`src/hdl/iate_pkg.sv`:
```
// ----------------------------------------------------------------------------
// iate_pkg: shared types and constants of the indexed array table engine
// Operation and status codes, cell control and search carry structs.
// ----------------------------------------------------------------------------
package iate_pkg;

	localparam int DEPTH = 64;
	localparam int POS_W = 7;
	localparam int DATA_W = 32;
	localparam int FPOS_W = 6;
	localparam int ECNT_W = 7;
	localparam int CNT_W = $clog2(DEPTH + 1);
	localparam int IDX_W = $clog2(DEPTH);
	localparam int CMP_W = (CNT_W > POS_W) ? CNT_W : POS_W;

	typedef enum logic [2:0] {
		OP_PUSH   = 3'd0,
		OP_POP    = 3'd1,
		OP_INSERT = 3'd2,
		OP_REMOVE = 3'd3,
		OP_GET    = 3'd4,
		OP_SET    = 3'd5,
		OP_FIND   = 3'd6,
		OP_CLEAR  = 3'd7
	} op_t;

	typedef enum logic [1:0] {
		ST_OK    = 2'd0,
		ST_FULL  = 2'd1,
		ST_EMPTY = 2'd2,
		ST_RANGE = 2'd3
	} status_t;

	typedef enum logic [1:0] {
		S_IDLE,
		S_EXEC,
		S_SWEEP,
		S_DONE
	} state_t;

	typedef enum logic [1:0] {
		CK_NONE,
		CK_WRITE,
		CK_INSERT,
		CK_REMOVE
	} cell_kind_t;

	// broadcast control seen by every cell
	typedef struct packed {
		cell_kind_t               kind;
		logic [CMP_W-1:0]         pos;
		logic [CMP_W-1:0]         count;
		logic signed [DATA_W-1:0] val;
		logic                     by_value;
		logic [IDX_W-1:0]         sel;
	} cell_ctl_t;

	// search result handed from cell to cell toward index zero
	typedef struct packed {
		logic                     hit;
		logic signed [DATA_W-1:0] data;
		logic [IDX_W-1:0]         idx;
	} carry_t;

endpackage

```
`src/hdl/iate_cell.sv`:
```
// ----------------------------------------------------------------------------
// iate_cell: one element slot of the array chain
// Holds one word, shifts with its neighbors and forwards the search carry.
// ----------------------------------------------------------------------------
module iate_cell (
	input  logic                              clk,
	input  logic [iate_pkg::IDX_W-1:0]        idx,
	input  iate_pkg::cell_ctl_t               ctl,
	input  logic signed [iate_pkg::DATA_W-1:0] lower_elem,
	input  logic signed [iate_pkg::DATA_W-1:0] upper_elem,
	input  iate_pkg::carry_t                  carry_in,
	output logic signed [iate_pkg::DATA_W-1:0] elem,
	output iate_pkg::carry_t                  carry_out
);
	import iate_pkg::*;

	logic signed [DATA_W-1:0] elem_q;
	logic signed [DATA_W-1:0] elem_d;
	carry_t                   carry_q;
	carry_t                   carry_d;
	logic [CMP_W-1:0]         idx_w;
	logic                     local_hit;

	assign idx_w = CMP_W'(idx);

	always_comb begin
		elem_d = elem_q;
		case (ctl.kind)
			CK_WRITE: begin
				if (idx_w == ctl.pos) elem_d = ctl.val;
			end
			CK_INSERT: begin
				if (idx_w == ctl.pos) elem_d = ctl.val;
				else if (idx_w > ctl.pos && idx_w <= ctl.count) elem_d = lower_elem;
			end
			CK_REMOVE: begin
				if (idx_w >= ctl.pos && (idx_w + CMP_W'(1)) < ctl.count) elem_d = upper_elem;
			end
			default: elem_d = elem_q;
		endcase
	end

	// lowest hit wins: a local hit overrides whatever arrives from above
	always_comb begin
		if (ctl.by_value) local_hit = (idx_w < ctl.count) && (elem_q == ctl.val);
		else local_hit = (idx == ctl.sel);
		if (local_hit) begin
			carry_d.hit  = 1'b1;
			carry_d.data = elem_q;
			carry_d.idx  = idx;
		end else begin
			carry_d = carry_in;
		end
	end

	always_ff @(posedge clk) begin
		elem_q  <= elem_d;
		carry_q <= carry_d;
	end

	assign elem      = elem_q;
	assign carry_out = carry_q;

endmodule

```
`config.mk`:
```
export PLATFORM = sky130hd
export DESIGN_NAME = iate_cell
export DESIGN_NICKNAME = d
export VERILOG_FILES = /design/src/hdl/iate_pkg.sv /design/src/hdl/iate_cell.sv
export SDC_FILE = /design/constraint.sdc
export NUM_CORES = 1
export LEC_CHECK = 0
export BUFFER_PORTS_ARGS = -buffer_cell sky130_fd_sc_hd__buf_2
export CORE_MARGIN = 2
export CORE_UTILIZATION = 35
export DETAILED_ROUTE_END_ITERATION = 12
export GPL_TIMING_DRIVEN = 0
export PLACE_DENSITY_LB_ADDON = 0.15
export SLEW_MARGIN = 20
export SYNTH_ARGS = -nofsm -noshare
export SYNTH_HDL_FRONTEND = slang
export SYNTH_SLANG_ARGS = --single-unit
```
`constraint.sdc`:
```
create_clock -name clk -period 11.8 [get_ports clk]
set_input_delay 0 -clock clk [delete_from_list [all_inputs] [get_ports clk]]
set_output_delay 0 -clock clk [all_outputs]
set_load 0.05 [all_outputs]
```
==> flow_summary_export.csv, run 1 <==
group,metric,value,unit
status,status,"complete, no violations",
worst_setup_path,required,11850,ps
grt,grt_first_pass_wirelength,20400,um
sta,maxSlewHeadroom,52.8,%
floorplan,die_w,109,um
clock_tree,clock_sinks,71,
floorplan,design.portCount,236,
sta,tightest_slew,707,ps
pwr,power_leakage,2.83,nW
worst_setup_path,ff2ff_path_depth,7,
grt,grt_pass1_vias,3997,
cells_and_area,drive_above_1_share,44.3,%
worst_setup_path,cp-start-kind,"input port",
detailed_routing,wirelength,14200,um
yosys,yosysWarnings,0,
pwr,netSwitchingPower,0.000222,W
place,dp_slack,9000,ps
clock_tree,cts_htree_levels,3,
pwr,p_seq_share,42.0,%
yosys,netlist_area,3830,um^2
cells_and_area,utilization,56.8,%
worst_setup_path,r2r_slack,9410,ps
grt,grt_remaining_overflow,0,
grt,grt_max_degree,14,
pwr,power_frac_comb,28.7,%
detailed_routing,wl_per_cell,17.9,um
clock_tree,cts_tree,"yes",
cells_and_area,areaGrowthSynthToFinish,59.4,%
detailed_routing,post-route-drc-count,0,
sta,tns,0,ps
cells_and_area,fill_cells,962,
worst_setup_path,crit_type,"input port to flip-flop",
sta,setup_ws,9350,ps
clock_tree,cts-root-buf,"clkbuf_8",
floorplan,initial_core_util,35.7,%
yosys,synth-seq-cells,71,
worst_setup_path,timing.rr.start,"elem[23]",
worst_setup_path,reg2reg_to,"carry_out[28]",
floorplan,dieArea,11800,um^2
place,portBuffers,233,
worst_setup_path,critPathMaxFanout,8,
detailed_routing,first_pass_iters,4,
yosys,seq_area_frac_synth,45.5,%
pwr,power.density,111,nW/um^2
pwr,sw_frac_of_total,32.6,%
grt,antenna_found_initial,1,
sta,hold_viol,0,
worst_setup_path,end_kind,"flip-flop",
cells_and_area,finalNetCount,833,
sta,whs,11.3,ps
clock_tree,numCtsBuffers,9,
clock_tree,clockBufferDepth,2,
grt,globalRouteTotalUtil,23.2,%
detailed_routing,vias_per_cell,4.94,
cells_and_area,antenna_cells,0,
worst_setup_path,critPathArrivalTime,2490,ps
sta,post-route-period-util,20.7,%
min_path,hold_path_class,"input port to flip-flop",
flow_run,maxCapViolCount,0,
floorplan,num_rows,38,
sta,setup_viol,0,
yosys,synthCells,329,
sta,slew_violations,0,
clock_tree,clock_latency,350,ps
place,dp_hpwl,10600,um
clock_tree,clkTransAtPathRegs,70,ps
detailed_routing,ant_nets,0,
detailed_routing,vias,3917,
floorplan,die_h,109,um
pwr,p_clk_share,29.3,%
sta,rsz0062_at_grt,"no",
pwr,irDropWorstVdd,0.0523,mV
yosys,syn-num-nets,514,
floorplan,core-area,10700,um^2
place,gp_congestion,0.877,
worst_setup_path,cp-startpoint,"idx[0]",
detailed_routing,drt_iter0_markers,153,
yosys,ys_types,33,
worst_setup_path,crit_end,"elem[5]",
pwr,intPower,0.000458,W
pwr,power,0.000680,W
sta,skew,13.8,ps
yosys,synth.avg_cell_area,11.6,um^2
sta,period_minus_slack,2450,ps
sta,fmax,409,MHz
clock_tree,cts_setup_buffers,0,
-- through the flow --
stage / std cells / instance area [um^2]
floorplan: 329 / 3830
global placement: 702 / 5170
detailed placement: 707 / 5200
CTS: 793 / 6110
global route: 793 / 6110
finish: 793 / 6110
-- area by class of cell --
class / count / area, um^2 / share of cell area, %
Sequential cell: 71 / 1740 / 28.5
Inverter: 13 / 48.8 / 0.799
Buffer: 18 / 90.1 / 1.47
Timing Repair Buffer: 308 / 1890 / 31.0
Clock buffer: 12 / 178 / 2.91
Tap cell: 140 / 175 / 2.87
Multi-Input combinational cell: 227 / 1960 / 32.0
Clock inverter: 4 / 26.3 / 0.430
-- worst min-delay path by stage --
stage,from,endpoint,slack [ps],cells past startpoint
2_1_floorplan,carry_in[38],carry_out[38],110,1
3_3_place_gp,carry_in[38],carry_out[38],190,2
3_5_place_dp,carry_in[38],carry_out[38],190,2
4_1_cts,idx[5],carry_out[5],20,2
5_1_grt,idx[1],carry_out[1],20,2
6_report,idx[5],carry_out[5],10,2
-- power groups by stage --
stage / Sequential [W] / Combinational (W) / Clock (W)
finish: 0.000286 / 0.000195 / 0.000199
global route: 0.000287 / 0.000209 / 0.000210
CTS: 0.000286 / 0.000196 / 0.000201
detailed placement: 0.000291 / 0.000177 / 0
global placement: 0.000291 / 0.000173 / 0
floorplan: 0.000345 / 0.0000562 / 0
-- state kept, by name, summed over array words and instances (netlist names) --
register and flops:
elem 32, carry_out 39
-- cell families (layout without fill, tap and decap cells) --
logic type / count (synthesis) / after routing / synth area share (%)
AO/OA/AOI/OAI: 84 / 84 / 17.3
XOR/XNOR: 42 / 42 / 9.60
adder cells (fa/ha/maj): 20 / 20 / 6.53
buffers and inverters: 31 / 355 / 3.62
flip-flops: 71 / 71 / 45.5
multiplexers: 38 / 38 / 11.2
AND/OR/NAND/NOR: 43 / 43 / 6.30
-- synth_stat cells --
cell type / count / area share [%]
nand4_1: 7 / 1.1
dfxtp_1: 39 / 20
xnor2_1: 23 / 5.3
clkbuf_1: 14 / 1.4
ha_1: 20 / 6.5
or2_2: 1 / 0.16
nand2b_1: 7 / 1.1
nand2_1: 7 / 0.69
nor3_1: 1 / 0.13
a41oi_1: 1 / 0.23
a21o_1: 2 / 0.39
nand4b_1: 1 / 0.23
buf_4: 2 / 0.39
edfxtp_1: 32 / 25
o31ai_1: 1 / 0.20
and4_1: 1 / 0.23
o21ai_0: 8 / 1.0
o22ai_1: 1 / 0.16
nor2b_1: 1 / 0.16
o21a_1: 2 / 0.39
buf_6: 2 / 0.59
o21ai_2: 1 / 0.23
a21oi_1: 9 / 1.2
nand3_1: 5 / 0.65
o2111ai_1: 1 / 0.23
mux2_2: 29 / 8.5
nor4_1: 6 / 0.98
xor2_1: 19 / 4.3
a22o_1: 58 / 13
mux2_1: 9 / 2.6
inv_1: 13 / 1.3
nor2_1: 3 / 0.29
and3_1: 3 / 0.49
-- worst max-delay path: stages --
cell	delay, ps
buf_2	150
ha_1	300
ha_1	260
nor2b_1	130
o21a_1	160
o21a_1	160
o21ai_0	150
a21oi_1	120
nor4_2	300
buf_2	270
buf_2	240
buf_2	240
-- metal layers --
| metal | vias up | part of all wire, % | GRT usage [%] |
|---|---|---|---|
| met5 | - | 0.092 | 0 |
| met4 | 2 | 1.3 | 6.14 |
| met3 | 17 | 6.7 | 4.36 |
| met2 | 174 | 51 | 43.6 |
| met1 | 1849 | 41 | 26.7 |
| li1 | 1875 | - | - |
-- repair_timing --
action	in CTS	in global routing
hold buffers	70	0
endpoints found under the hold margin	70	0
setup endpoints to repair	0	0
gates resized for setup	0	0
-- cells in the final DEF, fill, tap and decap left out, drive strengths merged --
cell	netlist	final
o22ai	1	1
buf	4	242
clkbuf	14	26
and4	1	1
nor2b	1	1
and3	3	3
nor2	3	3
inv	13	13
a22o	58	58
nand2b	7	7
o21ai	9	9
edfxtp	32	32
clkinv	0	3
xor2	19	19
nor3	1	1
a21oi	9	9
nor4	6	6
or2	1	1
nand2	7	7
xnor2	23	23
a21o	2	2
a41oi	1	1
o21a	2	2
o31ai	1	1
nand4	7	7
ha	20	20
dfxtp	39	39
nand3	5	5
o2111ai	1	1
dlygate4sd3	0	70
mux2	38	38
clkinvlp	0	1
nand4b	1	1
No activity file was read; power rests on OpenSTA's default activity.
==> run 2, diff against run 1 <==
==> constraint.sdc (replaced) <==
create_clock -name clk -period 2 [get_ports clk]
set_input_delay 0 -clock clk [delete_from_list [all_inputs] [get_ports clk]]
set_output_delay 0 -clock clk [all_outputs]
set_load 0.05 [all_outputs]
==> run 2 against run 1 <==
Net effect:
- the run now ends with setup timing left
- global-route usage rose by 0.32 points
- sequential power rose to 5.9 times the previous value
- register-to-register slack got worse by 9500 ps
- utilization rose by 4.8 points
- die area did not move
- final cell count rose by 2.8%
- first-iteration DRC count rose by 37%
- critical endpoint is now carry_out[0]
- largest cell class unchanged
==> flow_summary_export.csv, run 2 (same netlist as run 1, synthesis figures left out) <==
group,metric,value,unit
cells_and_area,drive_above_1_share,48.9,%
clock_tree,clock_sinks,71,
grt,antenna_found_initial,0,
worst_setup_path,end_kind,"flip-flop",
clock_tree,clockBufferDepth,2,
floorplan,design.portCount,236,
pwr,power_leakage,3.11,nW
place,dp_slack,-854,ps
grt,grt_first_pass_wirelength,20700,um
grt,grt_remaining_overflow,0,
floorplan,initial_core_util,35.7,%
cells_and_area,finalNetCount,855,
status,status,"finished, violations left",
place,portBuffers,233,
sta,tightest_slew,685,ps
floorplan,num_rows,38,
cells_and_area,areaGrowthSynthToFinish,72.8,%
worst_setup_path,cp-start-kind,"flip-flop",
detailed_routing,post-route-drc-count,0,
grt,grt_pass1_vias,4055,
cells_and_area,final_common_cell,"buf_2",
worst_setup_path,critPathMaxFanout,4,
cells_and_area,largest_reg_flops,39,
grt,globalRouteTotalUtil,23.5,%
sta,setup_ws,-121,ps
floorplan,die_h,109,um
detailed_routing,drt_iter0_markers,209,
place,gp_congestion,0.849,
place,dp_hpwl,10400,um
pwr,irDropWorstVdd,0.440,mV
sta,fmax,471,MHz
sta,hold_viol,0,
sta,skew,11.6,ps
worst_setup_path,required,2240,ps
min_path,hold_path_class,"input port to flip-flop",
cells_and_area,layout_common_cells,"231 x buf_2, 73 x dlygate4sd3_1, 58 x a22o_1",
detailed_routing,wirelength,14100,um
grt,grt_max_degree,13,
sta,post-route-period-util,106,%
worst_setup_path,critPathArrivalTime,2360,ps
cells_and_area,utilization,61.6,%
sta,whs,9.51,ps
clock_tree,clkTransAtPathRegs,70,ps
floorplan,die_w,109,um
clock_tree,numCtsBuffers,9,
detailed_routing,vias,3987,
floorplan,core-area,10700,um^2
sta,maxSlewHeadroom,54.3,%
clock_tree,cts-root-buf,"clkbuf_8",
pwr,power.density,614,nW/um^2
detailed_routing,ant_nets,0,
cells_and_area,antenna_cells,0,
flow_run,maxCapViolCount,0,
clock_tree,clock_latency,350,ps
detailed_routing,first_pass_iters,4,
worst_setup_path,crit_type,"flip-flop to flip-flop",
sta,period_minus_slack,2120,ps
cells_and_area,instances_no_fill,815,
place,placedCellCount,705,
detailed_routing,wl_per_cell,17.4,um
sta,setup_viol,38,
floorplan,dieArea,11800,um^2
sta,slew_violations,0,
status,failed_checks,"setup timing",
detailed_routing,vias_per_cell,4.89,
place,placed_area,5390,um^2
sta,rsz0062_at_grt,"yes",
clock_tree,cts_tree,"yes",
cells_and_area,fin_area,6620,um^2
clock_tree,cts_htree_levels,3,
## run 2: path summary, 6_finish.rpt
path,depth (start not counted),endpoint,slack [ps],from
worst max-delay path,8,carry_out[0],-120,elem[28]
worst min-delay path,2,carry_out[4],10,idx[4]
worst max register to register,8,carry_out[0],-120,elem[28]
worst min register to register,1,carry_out[28],560,elem[22]
## run 2: critical path: stages, from the launching register on
cell and delay [ps]:
edfxtp_1 430, xnor2_2 220, nand4_1 160, nor4_2 270, nand4_1 130, o21ai_2 170, buf_6 180, clkbuf_16 160
mux2_4 290
## run 2: layer usage
layer	global-route usage, %	vias up	wire length, um
met2	42.4	170	7410
met4	8.70	0	285
met5	0	-	0
li1	-	1927	-
met1	27.1	1866	5540
met3	5.20	24	911
## run 2: per-stage QoR
stage / setup TNS [ps] / power, W
2_1_floorplan: -27790 / 0.00241
3_3_place_gp: -70960 / 0.00279
3_5_place_dp: -46390 / 0.00280
4_1_cts: -7570 / 0.00405
5_1_grt: -8110 / 0.00425
6_report: -3980 / 0.00406
## run 2: repair_timing
item / CTS / global route
pin swaps: 6 / 7
setup endpoints to repair: 91 / 57
buffers inserted: 6 / 14
hold buffers: 71 / 2
endpoints found under the hold margin: 71 / 2
gates resized for setup: 8 / 15
gates cloned: 1 / 1
## run 2: where the power goes
part | internal (W) | leakage, nW | switching, W | total, W
Clock | 0.000586 | 0.103 | 0.000533 | 0.00112
Combinational | 0.000556 | 2.39 | 0.000707 | 0.00126
Sequential | 0.00163 | 0.610 | 0.0000569 | 0.00168
Total | 0.00277 | 3.11 | 0.00130 | 0.00406
## run 2: final cells by class
class,count,area [um^2]
clock buffer,14,183
multi-input combinational,227,2200
sequential,71,1740
buffer,18,125
inverter,13,48.8
fill,925,4130
tap,140,175
timing repair buffer,330,2140
clock inverter,2,11.3
==> run 3, diff against run 2 <==
==> constraint.sdc (replaced) <==
create_clock -name clk -period 2.2 [get_ports clk]
set_input_delay 0 -clock clk [delete_from_list [all_inputs] [get_ports clk]]
set_output_delay 0 -clock clk [all_outputs]
set_load 0.05 [all_outputs]
==> run 3 against run 2 <==
Net effect:
- non-clock buffer count decreased by 13
- the run still ends with setup timing left
- largest power group unchanged
- utilization decreased by 2.5 points
- largest cell class is now multi-input gates
- design area decreased by 4.0%
- worst hold slack improved by 8.1 ps
- clock skew increased by 7.0 ps
- critical path type unchanged
- wire length increased by 1.9%
==> flow_summary_export.csv, run 3 (same netlist as run 1, synthesis figures left out) <==
group,metric,value,unit
cells_and_area,largest_reg_flops,39,
grt,grt_remaining_overflow,0,
pwr,p_clk_share,28.0,%
place,gp_congestion,0.815,
pwr,irDropWorstVdd,0.272,mV
worst_setup_path,crit_family,"simple AND/OR/NAND/NOR gates",
clock_tree,clkTransAtPathRegs,90,ps
pwr,power.density,576,nW/um^2
sta,slew_violations,0,
detailed_routing,ant_nets,0,
clock_tree,cts_tree,"yes",
detailed_routing,vias,3969,
sta,hold_viol,0,
detailed_routing,post-route-drc-count,0,
detailed_routing,wirelength,14400,um
pwr,power,0.00366,W
grt,grt_max_degree,14,
worst_setup_path,slowest_stage,"edfxtp_1",
floorplan,dieArea,11800,um^2
clock_tree,clock_sinks,71,
status,failed_checks,"setup timing",
worst_setup_path,critPathArrivalTime,2440,ps
worst_setup_path,critPathMaxStageDelay,430,ps
min_path,hold_path_class,"input port to flip-flop",
worst_setup_path,cp-start-kind,"flip-flop",
cells_and_area,antenna_cells,0,
sta,rsz0062_at_grt,"yes",
flow_run,maxCapViolCount,0,
pwr,netSwitchingPower,0.00123,W
sta,post-route-period-util,101,%
sta,skew,18.6,ps
pwr,sw_frac_of_total,33.7,%
floorplan,num_rows,38,
clock_tree,cts-root-buf,"clkbuf_8",
worst_setup_path,critPathMostFrequentCell,"buf_6",
sta,setup_viol,3,
detailed_routing,vias_per_cell,4.95,
worst_setup_path,end_kind,"flip-flop",
sta,maxSlewHeadroom,52.8,%
sta,setup_ws,-16.1,ps
clock_tree,cts_htree_levels,3,
pwr,intPower,0.00242,W
detailed_routing,wl_per_cell,18.0,um
cells_and_area,fill_cells,963,
cells_and_area,final_common_cell,"buf_2",
worst_setup_path,path_cells,"xor2_1, nor4_2, nand4_1, o21ai_2, buf_6, buf_6, mux2_1",
worst_setup_path,required,2430,ps
grt,antenna_found_initial,0,
pwr,power_frac_comb,30.2,%
cells_and_area,areaGrowthSynthToFinish,65.8,%
worst_setup_path,crit_type,"flip-flop to flip-flop",
floorplan,die_w,109,um
floorplan,initial_core_util,35.7,%
clock_tree,clock_latency,360,ps
place,portBuffers,233,
cells_and_area,drive_above_1_share,46.4,%
floorplan,core-area,10700,um^2
cells_and_area,finalNetCount,842,
floorplan,design.portCount,236,
place,dp_hpwl,10500,um
detailed_routing,first_pass_iters,4,
grt,grt_pass1_vias,4134,
sta,period_minus_slack,2220,ps
grt,grt_first_pass_wirelength,20900,um
clock_tree,clockBufferDepth,2,
detailed_routing,drt_iter0_markers,208,
sta,tightest_slew,708,ps
floorplan,die_h,109,um
status,status,"finished, violations left",
worst_setup_path,critPathMaxFanout,10,
pwr,power_leakage,2.95,nW
sta,fmax,451,MHz
pwr,p_seq_share,41.8,%
worst_setup_path,cp.buffers_inverters,2,
sta,whs,17.6,ps
cells_and_area,layout_common_cells,"233 x buf_2, 70 x dlygate4sd3_1, 58 x a22o_1",
grt,globalRouteTotalUtil,23.6,%
clock_tree,numCtsBuffers,9,
run 3: cell types whose count changed in the layout (fill, tap and decap cells not counted), moves of 4 or more:
cell,delta
buf_4,-8
clkbuf_8,-4
mux2_1,+9
mux2_2,+9
mux2_4,-18
run 3: layout make-up:
| type | count | area, um^2 | area share (%) |
|---|---|---|---|
| well taps | 140 | 175 | 2.76 |
| multi-input cells | 227 | 2100 | 33.0 |
| inverters | 13 | 48.8 | 0.768 |
| repair buffers | 317 | 1980 | 31.2 |
| clock inverters | 6 | 41.3 | 0.650 |
| flip-flops and latches | 71 | 1740 | 27.4 |
| clock buffers | 10 | 149 | 2.34 |
| plain buffers | 18 | 115 | 1.81 |
run 3: metrics by stage:
step | setup WS (ps) | TNS [ps] | std cells | cell area (um^2) | util, %
after CTS | -1.23 | -1.23 | 795 | 6200 | 57.7
after detailed placement | -534 | -25090 | 705 | 5250 | 48.9
final | -16.1 | -18.7 | 802 | 6350 | 59.1
after global routing | -121 | -2540 | 802 | 6350 | 59.1
after global placement | -1440 | -56940 | 702 | 5220 | 48.5
after floorplan | -474 | -15160 | 329 | 3870 | -
run 3: what timing repair did:
item                       in CTS  in global routing
resized for setup               5                 26
hold buffers                   69                  1
buffers inserted                5                  6
setup endpoints to repair      62                 47
pin swaps                       3                  2
hold endpoints to repair       69                  1
run 3: worst paths after layout:
| kind | from | slack [ps] | cells after the start | end |
|---|---|---|---|---|
| worst max-delay path | elem[23] | -20 | 7 | carry_out[29] |
| worst min-delay path | idx[5] | 20 | 2 | carry_out[5] |
| worst max register to register | elem[23] | -20 | 7 | carry_out[29] |
| worst min register to register | elem[29] | 540 | 1 | carry_out[35] |
run 3: power groups by stage:
stage | clock (W) | sequential, W | combinational, W
2_1_floorplan | 0 | 0.00185 | 0.000310
3_3_place_gp | 0 | 0.00156 | 0.000945
3_5_place_dp | 0 | 0.00156 | 0.000965
4_1_cts | 0.00104 | 0.00153 | 0.00108
5_1_grt | 0.00109 | 0.00154 | 0.00118
6_report | 0.00102 | 0.00153 | 0.00110
run 3: per-layer routing:
layer | vias up | GRT usage [%] | routed length (um) | share of wire, %
met2 | 177 | 42.9 | 7300 | 51
met1 | 1868 | 27.5 | 5780 | 40
met4 | 0 | 6.78 | 251 | 1.7
li1 | 1904 | - | - | -
met3 | 20 | 5.74 | 1080 | 7.5
met5 | - | 0 | 0 | 0
